### config.mk
export PLATFORM = sky130hd
export DESIGN_NAME = inertial_cursor_with_drag
export DESIGN_NICKNAME = d
export VERILOG_FILES = /design/src/sv/icd_pkg.sv /design/src/sv/icd_cfg.sv /design/src/sv/icd_ctrl.sv /design/src/sv/icd_dp.sv /design/src/sv/inertial_cursor_with_drag.sv
export SDC_FILE = /design/constraint.sdc
export NUM_CORES = 2
export LEC_CHECK = 0
export BUFFER_PORTS_ARGS = -buffer_cell sky130_fd_sc_hd__buf_2
export CAP_MARGIN = 20
export CORE_ASPECT_RATIO = 1.2
export CORE_UTILIZATION = 31
export DETAILED_ROUTE_END_ITERATION = 10
export GPL_TIMING_DRIVEN = 1
export PLACE_DENSITY_LB_ADDON = 0.15
export REMOVE_ABC_BUFFERS = 1
export SLEW_MARGIN = 20
export SYNTH_ARGS = -nofsm -noshare
export SYNTH_HDL_FRONTEND = slang
export SYNTH_SLANG_ARGS = --single-unit
### constraint.sdc
create_clock -name i_clk -period 23.2 [get_ports i_clk]
set_input_delay 3.48 -clock i_clk [delete_from_list [all_inputs] [get_ports i_clk]]
set_output_delay 3.48 -clock i_clk [all_outputs]
set_load 0.02 [all_outputs]
### src/sv/icd_pkg.sv
package icd_pkg;

    localparam int COORD_BITS    = 13;
    localparam int FRAC_BITS     = 8;
    localparam int POS_BITS      = COORD_BITS + FRAC_BITS;
    localparam int SPEED_BITS    = 32;
    localparam int TD_BITS       = 16;
    localparam int GAIN_BITS     = 16;
    localparam int DRAG_BITS     = 16;
    localparam int IMP_BITS      = 16;
    localparam int RECT_BITS     = 12;
    localparam int RECT_ALL_BITS = 4 * RECT_BITS;
    localparam int MAG_BITS      = COORD_BITS + 1;
    localparam int PROD_BITS     = MAG_BITS + TD_BITS;
    localparam int FULL_BITS     = PROD_BITS + GAIN_BITS;
    localparam int ACC_BITS      = FULL_BITS - FRAC_BITS;
    localparam int SUM_BITS      = ((SPEED_BITS > ACC_BITS) ? SPEED_BITS : ACC_BITS + 1) + 1;
    localparam int PSUM_BITS     = ((POS_BITS > SPEED_BITS) ? POS_BITS : SPEED_BITS) + 1;
    localparam int NUM_AXES      = 2;
    localparam int OP_BITS       = 2;
    localparam int CFG_IDX_BITS  = 3;
    localparam int CFG_DATA_BITS = RECT_ALL_BITS;

    localparam logic [OP_BITS-1:0] OP_TICK     = 2'd0;
    localparam logic [OP_BITS-1:0] OP_IMPULSE  = 2'd1;
    localparam logic [OP_BITS-1:0] OP_TELEPORT = 2'd2;

    localparam logic [CFG_IDX_BITS-1:0] CFG_PHYSICS_ENABLE = 3'd0;
    localparam logic [CFG_IDX_BITS-1:0] CFG_BOUNDS_ENABLE  = 3'd1;
    localparam logic [CFG_IDX_BITS-1:0] CFG_ACCEL_GAIN     = 3'd2;
    localparam logic [CFG_IDX_BITS-1:0] CFG_DRAG_STEP      = 3'd3;
    localparam logic [CFG_IDX_BITS-1:0] CFG_CLIENT_RECT    = 3'd4;
    localparam logic [CFG_IDX_BITS-1:0] CFG_BOUNDS_RECT    = 3'd5;

    localparam logic [GAIN_BITS-1:0]     GAIN_RESET = 16'd655;
    localparam logic [DRAG_BITS-1:0]     DRAG_RESET = 16'd256;
    localparam logic [RECT_ALL_BITS-1:0] RECT_RESET = 48'h2FF3FF000000;

    typedef struct packed {
        logic                     physics_enable;
        logic                     bounds_enable;
        logic [GAIN_BITS-1:0]     accel_gain;
        logic [DRAG_BITS-1:0]     drag_step;
        logic [RECT_ALL_BITS-1:0] client_rect;
        logic [RECT_ALL_BITS-1:0] bounds_rect;
    } t_cfg;

    typedef struct packed {
        logic start_mul;
        logic pass;
        logic impulse;
        logic teleport;
        logic mul2;
        logic acc;
        logic upd;
        logic load_out;
        logic upd_last;
    } t_cmd;

    function automatic logic signed [SPEED_BITS-1:0] sat_speed(
        input logic signed [SUM_BITS-1:0] v
    );
        logic [SUM_BITS-SPEED_BITS:0] top;
        logic                          ovf;
        top = v[SUM_BITS-1:SPEED_BITS-1];
        ovf = !((&top) || !(|top));
        if (ovf) begin
            sat_speed = v[SUM_BITS-1] ? {1'b1, {(SPEED_BITS-1){1'b0}}}
                                      : {1'b0, {(SPEED_BITS-1){1'b1}}};
        end else begin
            sat_speed = v[SPEED_BITS-1:0];
        end
    endfunction

endpackage

### src/sv/icd_cfg.sv
module icd_cfg (
    input  logic                             i_clk,
    input  logic                             i_rst_n,
    input  logic                             i_cfg_valid,
    output logic                             o_cfg_ready,
    input  logic [icd_pkg::CFG_IDX_BITS-1:0]  i_cfg_index,
    input  logic [icd_pkg::CFG_DATA_BITS-1:0] i_cfg_data,
    output icd_pkg::t_cfg                    o_cfg
);
    import icd_pkg::*;

    t_cfg r_cfg;

    always_ff @(posedge i_clk) begin
        if (!i_rst_n) begin
            r_cfg.physics_enable <= 1'b0;
            r_cfg.bounds_enable  <= 1'b0;
            r_cfg.accel_gain     <= GAIN_RESET;
            r_cfg.drag_step      <= DRAG_RESET;
            r_cfg.client_rect    <= RECT_RESET;
            r_cfg.bounds_rect    <= RECT_RESET;
        end else if (i_cfg_valid) begin
            unique case (i_cfg_index)
                CFG_PHYSICS_ENABLE: r_cfg.physics_enable <= i_cfg_data[0];
                CFG_BOUNDS_ENABLE:  r_cfg.bounds_enable  <= i_cfg_data[0];
                CFG_ACCEL_GAIN:     r_cfg.accel_gain     <= i_cfg_data[GAIN_BITS-1:0];
                CFG_DRAG_STEP:      r_cfg.drag_step      <= i_cfg_data[DRAG_BITS-1:0];
                CFG_CLIENT_RECT:    r_cfg.client_rect    <= i_cfg_data;
                CFG_BOUNDS_RECT:    r_cfg.bounds_rect    <= i_cfg_data;
                default: ;
            endcase
        end
    end

    assign o_cfg_ready = 1'b1;
    assign o_cfg       = r_cfg;

endmodule

### src/sv/icd_ctrl.sv
module icd_ctrl (
    input  logic                        i_clk,
    input  logic                        i_rst_n,
    input  logic                        i_in_valid,
    output logic                        o_in_ready,
    output logic                        o_out_valid,
    input  logic                        i_out_ready,
    input  logic [icd_pkg::OP_BITS-1:0] i_op,
    input  logic                        i_physics_enable,
    output icd_pkg::t_cmd               o_cmd
);
    import icd_pkg::*;

    typedef enum logic [4:0] {
        S_IDLE = 5'b00001,
        S_MUL  = 5'b00010,
        S_ACC  = 5'b00100,
        S_UPD  = 5'b01000,
        S_RES  = 5'b10000
    } t_state;

    t_state r_state, n_state;
    logic   r_out_valid, n_out_valid;
    logic   r_is_tick, n_is_tick;

    always_comb begin
        n_state   = r_state;
        n_is_tick = r_is_tick;
        o_cmd     = '0;
        unique case (r_state)
            S_IDLE: begin
                if (i_in_valid) begin
                    n_is_tick = (i_op == OP_TICK);
                    n_state   = S_RES;
                    unique case (i_op)
                        OP_TICK: begin
                            if (i_physics_enable) begin
                                o_cmd.start_mul = 1'b1;
                                n_state         = S_MUL;
                            end else begin
                                o_cmd.pass = 1'b1;
                            end
                        end
                        OP_IMPULSE:  o_cmd.impulse  = 1'b1;
                        OP_TELEPORT: o_cmd.teleport = 1'b1;
                        default: ;
                    endcase
                end
            end
            S_MUL: begin
                o_cmd.mul2 = 1'b1;
                n_state    = S_ACC;
            end
            S_ACC: begin
                o_cmd.acc = 1'b1;
                n_state   = S_UPD;
            end
            S_UPD: begin
                o_cmd.upd = 1'b1;
                n_state   = S_RES;
            end
            S_RES: begin
                if (!r_out_valid || i_out_ready) begin
                    o_cmd.load_out = 1'b1;
                    o_cmd.upd_last = r_is_tick;
                    n_state        = S_IDLE;
                end
            end
            default: n_state = S_IDLE;
        endcase
    end

    always_comb begin
        n_out_valid = r_out_valid;
        if (r_out_valid && i_out_ready) begin
            n_out_valid = 1'b0;
        end
        if (o_cmd.load_out) begin
            n_out_valid = 1'b1;
        end
    end

    always_ff @(posedge i_clk) begin
        if (!i_rst_n) begin
            r_state     <= S_IDLE;
            r_out_valid <= 1'b0;
            r_is_tick   <= 1'b0;
        end else begin
            r_state     <= n_state;
            r_out_valid <= n_out_valid;
            r_is_tick   <= n_is_tick;
        end
    end

    assign o_in_ready  = (r_state == S_IDLE);
    assign o_out_valid = r_out_valid;

endmodule

### src/sv/icd_dp.sv
module icd_dp (
    input  logic                                i_clk,
    input  logic                                i_rst_n,
    input  icd_pkg::t_cfg                       i_cfg,
    input  icd_pkg::t_cmd                       i_cmd,
    input  logic [icd_pkg::TD_BITS-1:0]         i_time_diff,
    input  logic signed [icd_pkg::COORD_BITS-1:0] i_pointer_x,
    input  logic signed [icd_pkg::COORD_BITS-1:0] i_pointer_y,
    input  logic signed [icd_pkg::IMP_BITS-1:0]   i_impulse_x,
    input  logic signed [icd_pkg::IMP_BITS-1:0]   i_impulse_y,
    output logic signed [icd_pkg::COORD_BITS-1:0] o_cursor_x,
    output logic signed [icd_pkg::COORD_BITS-1:0] o_cursor_y,
    output logic                                o_moving
);
    import icd_pkg::*;

    logic signed [POS_BITS-1:0]   r_pos   [NUM_AXES];
    logic signed [SPEED_BITS-1:0] r_speed [NUM_AXES];
    logic signed [COORD_BITS-1:0] r_last  [NUM_AXES];
    logic                         r_neg   [NUM_AXES];
    logic [PROD_BITS-1:0]         r_prod  [NUM_AXES];
    logic [ACC_BITS-1:0]          r_acc   [NUM_AXES];
    logic signed [COORD_BITS-1:0] r_cur   [NUM_AXES];
    logic                         r_moving;

    logic [RECT_ALL_BITS-1:0]     rect;
    logic [RECT_BITS-1:0]         lo      [NUM_AXES];
    logic [RECT_BITS-1:0]         hi      [NUM_AXES];
    logic signed [COORD_BITS-1:0] ptr     [NUM_AXES];
    logic signed [IMP_BITS-1:0]   imp     [NUM_AXES];
    logic signed [MAG_BITS-1:0]   delta   [NUM_AXES];
    logic [MAG_BITS-1:0]          mag     [NUM_AXES];
    logic [PROD_BITS-1:0]         prod    [NUM_AXES];
    logic [FULL_BITS-1:0]         full    [NUM_AXES];
    logic signed [SUM_BITS-1:0]   spd_ext [NUM_AXES];
    logic signed [SUM_BITS-1:0]   acc_ext [NUM_AXES];
    logic signed [SUM_BITS-1:0]   ssum    [NUM_AXES];
    logic signed [SUM_BITS-1:0]   isum    [NUM_AXES];
    logic signed [PSUM_BITS-1:0]  psum    [NUM_AXES];
    logic signed [PSUM_BITS-1:0]  lo_fx   [NUM_AXES];
    logic signed [PSUM_BITS-1:0]  hi_fx   [NUM_AXES];
    logic signed [PSUM_BITS-1:0]  clamped [NUM_AXES];
    logic signed [SPEED_BITS:0]   spd1    [NUM_AXES];
    logic signed [SPEED_BITS:0]   d_ext   [NUM_AXES];
    logic signed [SPEED_BITS:0]   dsum    [NUM_AXES];
    logic signed [SPEED_BITS-1:0] dragged [NUM_AXES];
    logic signed [POS_BITS-1:0]   rnd     [NUM_AXES];
    logic signed [COORD_BITS-1:0] cur_int [NUM_AXES];

    always_comb begin
        rect   = i_cfg.bounds_enable ? i_cfg.bounds_rect : i_cfg.client_rect;
        lo[0]  = rect[RECT_BITS-1:0];
        lo[1]  = rect[2*RECT_BITS-1:RECT_BITS];
        hi[0]  = rect[3*RECT_BITS-1:2*RECT_BITS];
        hi[1]  = rect[4*RECT_BITS-1:3*RECT_BITS];
        ptr[0] = i_pointer_x;
        ptr[1] = i_pointer_y;
        imp[0] = i_impulse_x;
        imp[1] = i_impulse_y;
        for (int a = 0; a < NUM_AXES; a++) begin
            // acceleration magnitude, first product taken at accept
            delta[a] = {r_last[a][COORD_BITS-1], r_last[a]}
                     - {ptr[a][COORD_BITS-1], ptr[a]};
            mag[a]   = delta[a][MAG_BITS-1] ? $unsigned(-delta[a]) : $unsigned(delta[a]);
            prod[a]  = PROD_BITS'(mag[a]) * PROD_BITS'(i_time_diff);
            full[a]  = FULL_BITS'(r_prod[a]) * FULL_BITS'(i_cfg.accel_gain);

            spd_ext[a] = {{(SUM_BITS-SPEED_BITS){r_speed[a][SPEED_BITS-1]}}, r_speed[a]};
            acc_ext[a] = {{(SUM_BITS-ACC_BITS){1'b0}}, r_acc[a]};
            ssum[a]    = r_neg[a] ? spd_ext[a] + acc_ext[a] : spd_ext[a] - acc_ext[a];
            isum[a]    = spd_ext[a] + {{(SUM_BITS-IMP_BITS){imp[a][IMP_BITS-1]}}, imp[a]};

            // move and clamp, left or top wins when the rectangle is inverted
            psum[a]  = {{(PSUM_BITS-POS_BITS){r_pos[a][POS_BITS-1]}}, r_pos[a]}
                     + {{(PSUM_BITS-SPEED_BITS){r_speed[a][SPEED_BITS-1]}}, r_speed[a]};
            lo_fx[a] = {{(PSUM_BITS-RECT_BITS-FRAC_BITS){1'b0}}, lo[a], {FRAC_BITS{1'b0}}};
            hi_fx[a] = {{(PSUM_BITS-RECT_BITS-FRAC_BITS){1'b0}}, hi[a], {FRAC_BITS{1'b0}}};
            if (psum[a] < lo_fx[a] || hi_fx[a] < lo_fx[a]) begin
                clamped[a] = lo_fx[a];
            end else if (psum[a] > hi_fx[a]) begin
                clamped[a] = hi_fx[a];
            end else begin
                clamped[a] = psum[a];
            end

            // drag toward zero without crossing it
            spd1[a]  = {r_speed[a][SPEED_BITS-1], r_speed[a]};
            d_ext[a] = {{(SPEED_BITS+1-DRAG_BITS){1'b0}}, i_cfg.drag_step};
            dsum[a]  = r_speed[a][SPEED_BITS-1] ? spd1[a] + d_ext[a] : spd1[a] - d_ext[a];
            if (r_speed[a] == '0
                || (r_speed[a][SPEED_BITS-1] && dsum[a] > 0)
                || (!r_speed[a][SPEED_BITS-1] && dsum[a] < 0)) begin
                dragged[a] = '0;
            end else begin
                dragged[a] = dsum[a][SPEED_BITS-1:0];
            end

            // integer part, rounded toward zero
            rnd[a]     = r_pos[a]
                       + {{(POS_BITS-FRAC_BITS){1'b0}}, {FRAC_BITS{r_pos[a][POS_BITS-1]}}};
            cur_int[a] = rnd[a][POS_BITS-1:FRAC_BITS];
        end
    end

    always_ff @(posedge i_clk) begin
        if (!i_rst_n) begin
            for (int a = 0; a < NUM_AXES; a++) begin
                r_pos[a]   <= '0;
                r_speed[a] <= '0;
                r_last[a]  <= '0;
            end
        end else begin
            for (int a = 0; a < NUM_AXES; a++) begin
                if (i_cmd.pass || i_cmd.teleport) begin
                    r_pos[a] <= {ptr[a], {FRAC_BITS{1'b0}}};
                end
                if (i_cmd.impulse) begin
                    r_speed[a] <= sat_speed(isum[a]);
                end
                if (i_cmd.acc) begin
                    r_speed[a] <= sat_speed(ssum[a]);
                end
                if (i_cmd.upd) begin
                    r_pos[a]   <= clamped[a][POS_BITS-1:0];
                    r_speed[a] <= dragged[a];
                end
                if (i_cmd.upd_last) begin
                    r_last[a] <= cur_int[a];
                end
            end
        end
    end

    always_ff @(posedge i_clk) begin
        for (int a = 0; a < NUM_AXES; a++) begin
            if (i_cmd.start_mul) begin
                r_neg[a]  <= delta[a][MAG_BITS-1];
                r_prod[a] <= prod[a];
            end
            if (i_cmd.mul2) begin
                r_acc[a] <= full[a][FULL_BITS-1:FRAC_BITS];
            end
            if (i_cmd.load_out) begin
                r_cur[a] <= cur_int[a];
            end
        end
        if (i_cmd.load_out) begin
            r_moving <= (r_speed[0] != '0) || (r_speed[1] != '0);
        end
    end

    assign o_cursor_x = r_cur[0];
    assign o_cursor_y = r_cur[1];
    assign o_moving   = r_moving;

endmodule

### src/sv/inertial_cursor_with_drag.sv
// Inertial cursor filter for x and y. Items are taken one at a time: a tick in
// inertial mode passes through accept with the delta-times-time product, a second
// multiply by the gain, the speed update, the move with drag and clamp, then the
// result load; pass-through ticks, impulses, teleports and unused op codes go from
// accept straight to the result load. The result sits in an output register, so
// the next item is accepted while it waits. Configuration writes are taken in any
// cycle and must only be issued while the block is idle.
module inertial_cursor_with_drag (
    input  logic                                  i_clk,
    input  logic                                  i_rst_n,
    input  logic                                  i_in_valid,
    output logic                                  o_in_ready,
    input  logic [icd_pkg::OP_BITS-1:0]           i_op,
    input  logic [icd_pkg::TD_BITS-1:0]           i_time_diff,
    input  logic signed [icd_pkg::COORD_BITS-1:0] i_pointer_x,
    input  logic signed [icd_pkg::COORD_BITS-1:0] i_pointer_y,
    input  logic signed [icd_pkg::IMP_BITS-1:0]   i_impulse_x,
    input  logic signed [icd_pkg::IMP_BITS-1:0]   i_impulse_y,
    output logic                                  o_out_valid,
    input  logic                                  i_out_ready,
    output logic signed [icd_pkg::COORD_BITS-1:0] o_cursor_x,
    output logic signed [icd_pkg::COORD_BITS-1:0] o_cursor_y,
    output logic                                  o_moving,
    input  logic                                  i_cfg_valid,
    output logic                                  o_cfg_ready,
    input  logic [icd_pkg::CFG_IDX_BITS-1:0]      i_cfg_index,
    input  logic [icd_pkg::CFG_DATA_BITS-1:0]     i_cfg_data
);
    import icd_pkg::*;

    t_cfg cfg;
    t_cmd cmd;

    icd_cfg u_cfg (
        .i_clk       (i_clk),
        .i_rst_n     (i_rst_n),
        .i_cfg_valid (i_cfg_valid),
        .o_cfg_ready (o_cfg_ready),
        .i_cfg_index (i_cfg_index),
        .i_cfg_data  (i_cfg_data),
        .o_cfg       (cfg)
    );

    icd_ctrl u_ctrl (
        .i_clk            (i_clk),
        .i_rst_n          (i_rst_n),
        .i_in_valid       (i_in_valid),
        .o_in_ready       (o_in_ready),
        .o_out_valid      (o_out_valid),
        .i_out_ready      (i_out_ready),
        .i_op             (i_op),
        .i_physics_enable (cfg.physics_enable),
        .o_cmd            (cmd)
    );

    icd_dp u_dp (
        .i_clk       (i_clk),
        .i_rst_n     (i_rst_n),
        .i_cfg       (cfg),
        .i_cmd       (cmd),
        .i_time_diff (i_time_diff),
        .i_pointer_x (i_pointer_x),
        .i_pointer_y (i_pointer_y),
        .i_impulse_x (i_impulse_x),
        .i_impulse_y (i_impulse_y),
        .o_cursor_x  (o_cursor_x),
        .o_cursor_y  (o_cursor_y),
        .o_moving    (o_moving)
    );

endmodule

==> results.ini <==
[clock_tree]
clkLatencyLatePin_ns = 0.71
htree_num_levels = 2
cts_buffers = 56
cts_tree = done
post_cts_buffers = 0
hold_buffers = 0
post_cts_resized = 0
clock_sinks = 434
clockBufferDepth = 3
clk_transition_reported_paths_ns = 0.06
cts_root_buffer = clkbuf_16

[die]
num_rows = 204
die_x_um = 466
initial_core_util_pct = 31.2
pin_count = 162
core_area_um2 = 257000
dieArea_um2 = 261000
die_h_um = 559

[synth]
synth_area_um2 = 80200
synth-main-ff-cell = edfxtp_1
ys_async_sr_fraction_pct = 0
synth-edff-count = 297
ys_seq_elements = 434
yosys_warnings = 0
synthDistinctLibCells = 107
syn_inst = 9181
synth_area_per_cell_um2 = 8.73
synth_seq_area_share_pct = 14.5

[sta]
slew_violations = 0
min_period_ns = 12.56
max-slew-margin-rel_pct = 24.1
finClkSkew_ns = 0.0523
rsz0062_at_grt = no
tns_ns = 0
fmax_mhz = 79.6
setup_viol = 0
hold_viol = 0
post-route-period-util_pct = 54.1
tightest_slew_ns = 1.13

[detailed_routing]
drc_errors = 0
vias = 64746
dr.first_iter.drc_count = 3857
drtPass1Iterations = 6
wl_um = 272000
detail_route.wl_per_cell_um = 21.6
viasPerCell = 5.15
postRouteAntennaNets = 0

[critical_path]
cp-end-kind = register
slowest_delay_ns = 0.88
crit_buf_inv = 5
reg2reg_slack_ns = 13.17
r2r_cells = 34
cp.arrival_ns = 12.96
crit_path_start = i_pointer_x[1]
crit_family = compound AO/OA/AOI/OAI gates
crit_path_start_kind = input pin
crit_end = u_dp.r_prod[0][29]$_DFFE_PP_
critPathKind = input pin to register
path_max_fanout = 16
reg2reg_to = u_dp.r_prod[0][29]$_DFFE_PP_
crit_path_frequent_cell = fa_1
worst-path-stages = 36
slowest_stage = xnor2_2
required_ns = 23.60
timing.rr.start = u_dp.r_last[0][1]$_SDFFCE_PN0P_

[min_path]
min-delay-start = u_cfg.o_cfg[43]$_SDFFE_PN1P_
hold_class = register to register

[cells_and_area]
area_growth_syn_to_layout_pct = 8.25
layout-drive-gt1-share_pct = 6.00
fin_nets = 11173

[placed_design]
dpl.hpwl_um = 211000
portBuffers = 160
gp_congestion = 0.908

[pwr]
p_per_area_nw_per_um2 = 130
p_total_uw = 11300
power_leakage_uw = 0.0394
peakVddDrop_mv = 0.261

[outcome]
status = complete, no violations

[global_route]
grt_remaining_overflow = 0
grt_antenna_before_repair = 17
grt_pass1_vias = 68066
grt_pass1_wl_um = 417000
grt_max_degree = 80
grt_usage_pct = 20.8

[run]
drv_cap = 0

==> report_power, final <==
part	switching [µW]	leakage, µW	internal [µW]	total [µW]
registers	57.9	0.00396	1350	1410
clock network	409	0.000989	561	970
logic	5090	0.0345	3850	8940
total	5560	0.0394	5770	11300
==> state kept, by name, summed over array words and instances (netlist names), 5 cells and up <==
register,count
u_ctrl.r_state,5
u_dp.r_last,26
u_dp.r_acc,76
u_dp.r_speed,64
u_dp.r_cur,26
u_cfg.o_cfg,130
u_dp.r_prod,60
u_dp.r_pos,42
==> layout by cell type, fill, tap and decap left out, types with 127 or more instances in the layout <==
master | Yosys | final
a21o_1 | 197 | 196
a21oi_1 | 462 | 462
and2_1 | 433 | 433
buf_2 | 23 | 159
buf_4 | 6 | 131
edfxtp_1 | 297 | 297
fa_1 | 1118 | 1118
ha_1 | 800 | 800
inv_1 | 1281 | 1281
nand2_1 | 1451 | 1449
nand3_1 | 145 | 144
nor2_1 | 382 | 378
nor2b_1 | 127 | 127
o21ai_0 | 211 | 210
xnor2_1 | 279 | 274
xor2_1 | 227 | 227
==> final cells by class <==
cell class              count  area (µm²)
clock inverters            30         307
flip-flops and latches    434       11700
inverters                1281        4810
clock buffers              75        1700
diodes                      8        20.0
repair buffers            292        1820
fillers                 26753      171000
well taps                3399        4250
multi-input cells        7058       62200
==> logic make-up after synthesis <==
family	Yosys count	share of synthesized area, %
and+or+nand+nor	3017	17.7
buffers and inverters	1689	8.02
muxes	86	1.13
AOI/OAI and AO/OA	1529	12.6
xor gates and xnor gates	507	5.55
DFF	434	14.5
adders and majority gates	1918	40.4
other	1	0.00468
==> cells in the mapped netlist, types with 127 or more instances <==
| cell | number | area [µm²] |
|---|---|---|
| ha_1 | 800 | 10000 |
| nand2_1 | 1451 | 5450 |
| and2_1 | 433 | 2710 |
| nor2b_1 | 127 | 795 |
| o21ai_0 | 211 | 1060 |
| nor2_1 | 382 | 1430 |
| xnor2_1 | 279 | 2440 |
| xor2_1 | 227 | 1990 |
| a21oi_1 | 462 | 2310 |
| fa_1 | 1118 | 22400 |
| inv_1 | 1281 | 4810 |
| a21o_1 | 197 | 1480 |
| nand3_1 | 145 | 726 |
| edfxtp_1 | 297 | 8920 |
| clkbuf_1 | 356 | 1340 |
| dfxtp_1 | 137 | 2740 |
==> worst min-delay path by stage <==
stage                                         to  depth (start not counted)
CTS                 u_cfg.o_cfg[43]$_SDFFE_PN1P_                          2
global placement    u_cfg.o_cfg[46]$_SDFFE_PN0P_                          2
detailed placement  u_cfg.o_cfg[42]$_SDFFE_PN1P_                          2
global route        u_cfg.o_cfg[38]$_SDFFE_PN1P_                          2
floorplan           u_cfg.o_cfg[38]$_SDFFE_PN1P_                          2
finish              u_cfg.o_cfg[43]$_SDFFE_PN1P_                          2
==> per-layer routing <==
layer / wire [µm] / GRT usage [%] / share of wire (%)
met4: 9340 / 6.59 / 3.4
met2: 132000 / 35.9 / 48
met1: 119000 / 27.0 / 44
met5: 34 / 0 / 0.013
met3: 11900 / 2.17 / 4.4
==> worst reg2reg max path, delay by kind of cell (launching register included) <==
family / cells / cell delay, ns
flip-flops: 1 / 0.42
XOR/XNOR: 2 / 0.96
AND/OR/NAND/NOR: 5 / 1.16
adder cells (fa/ha/maj): 8 / 3.53
AO/OA/AOI/OAI: 16 / 3.57
buffers and inverters: 3 / 0.14
==> metrics by stage <==
stage                     area [µm²]  instances  hold slack (ns)  worst slack [ns]  util (%)
final                          86800      12577            0.460             10.64      33.7
after global routing           86800      12574            0.479              9.87      33.7
after CTS                      86800      12569            0.465             10.69      33.7
after detailed placement       84800      12464            0.450              9.96      32.9
after global placement         84700      12463            0.446              9.85      32.9
after floorplan                78500       8773            0.433             11.03         -
Power figures use the tool's default switching activity.
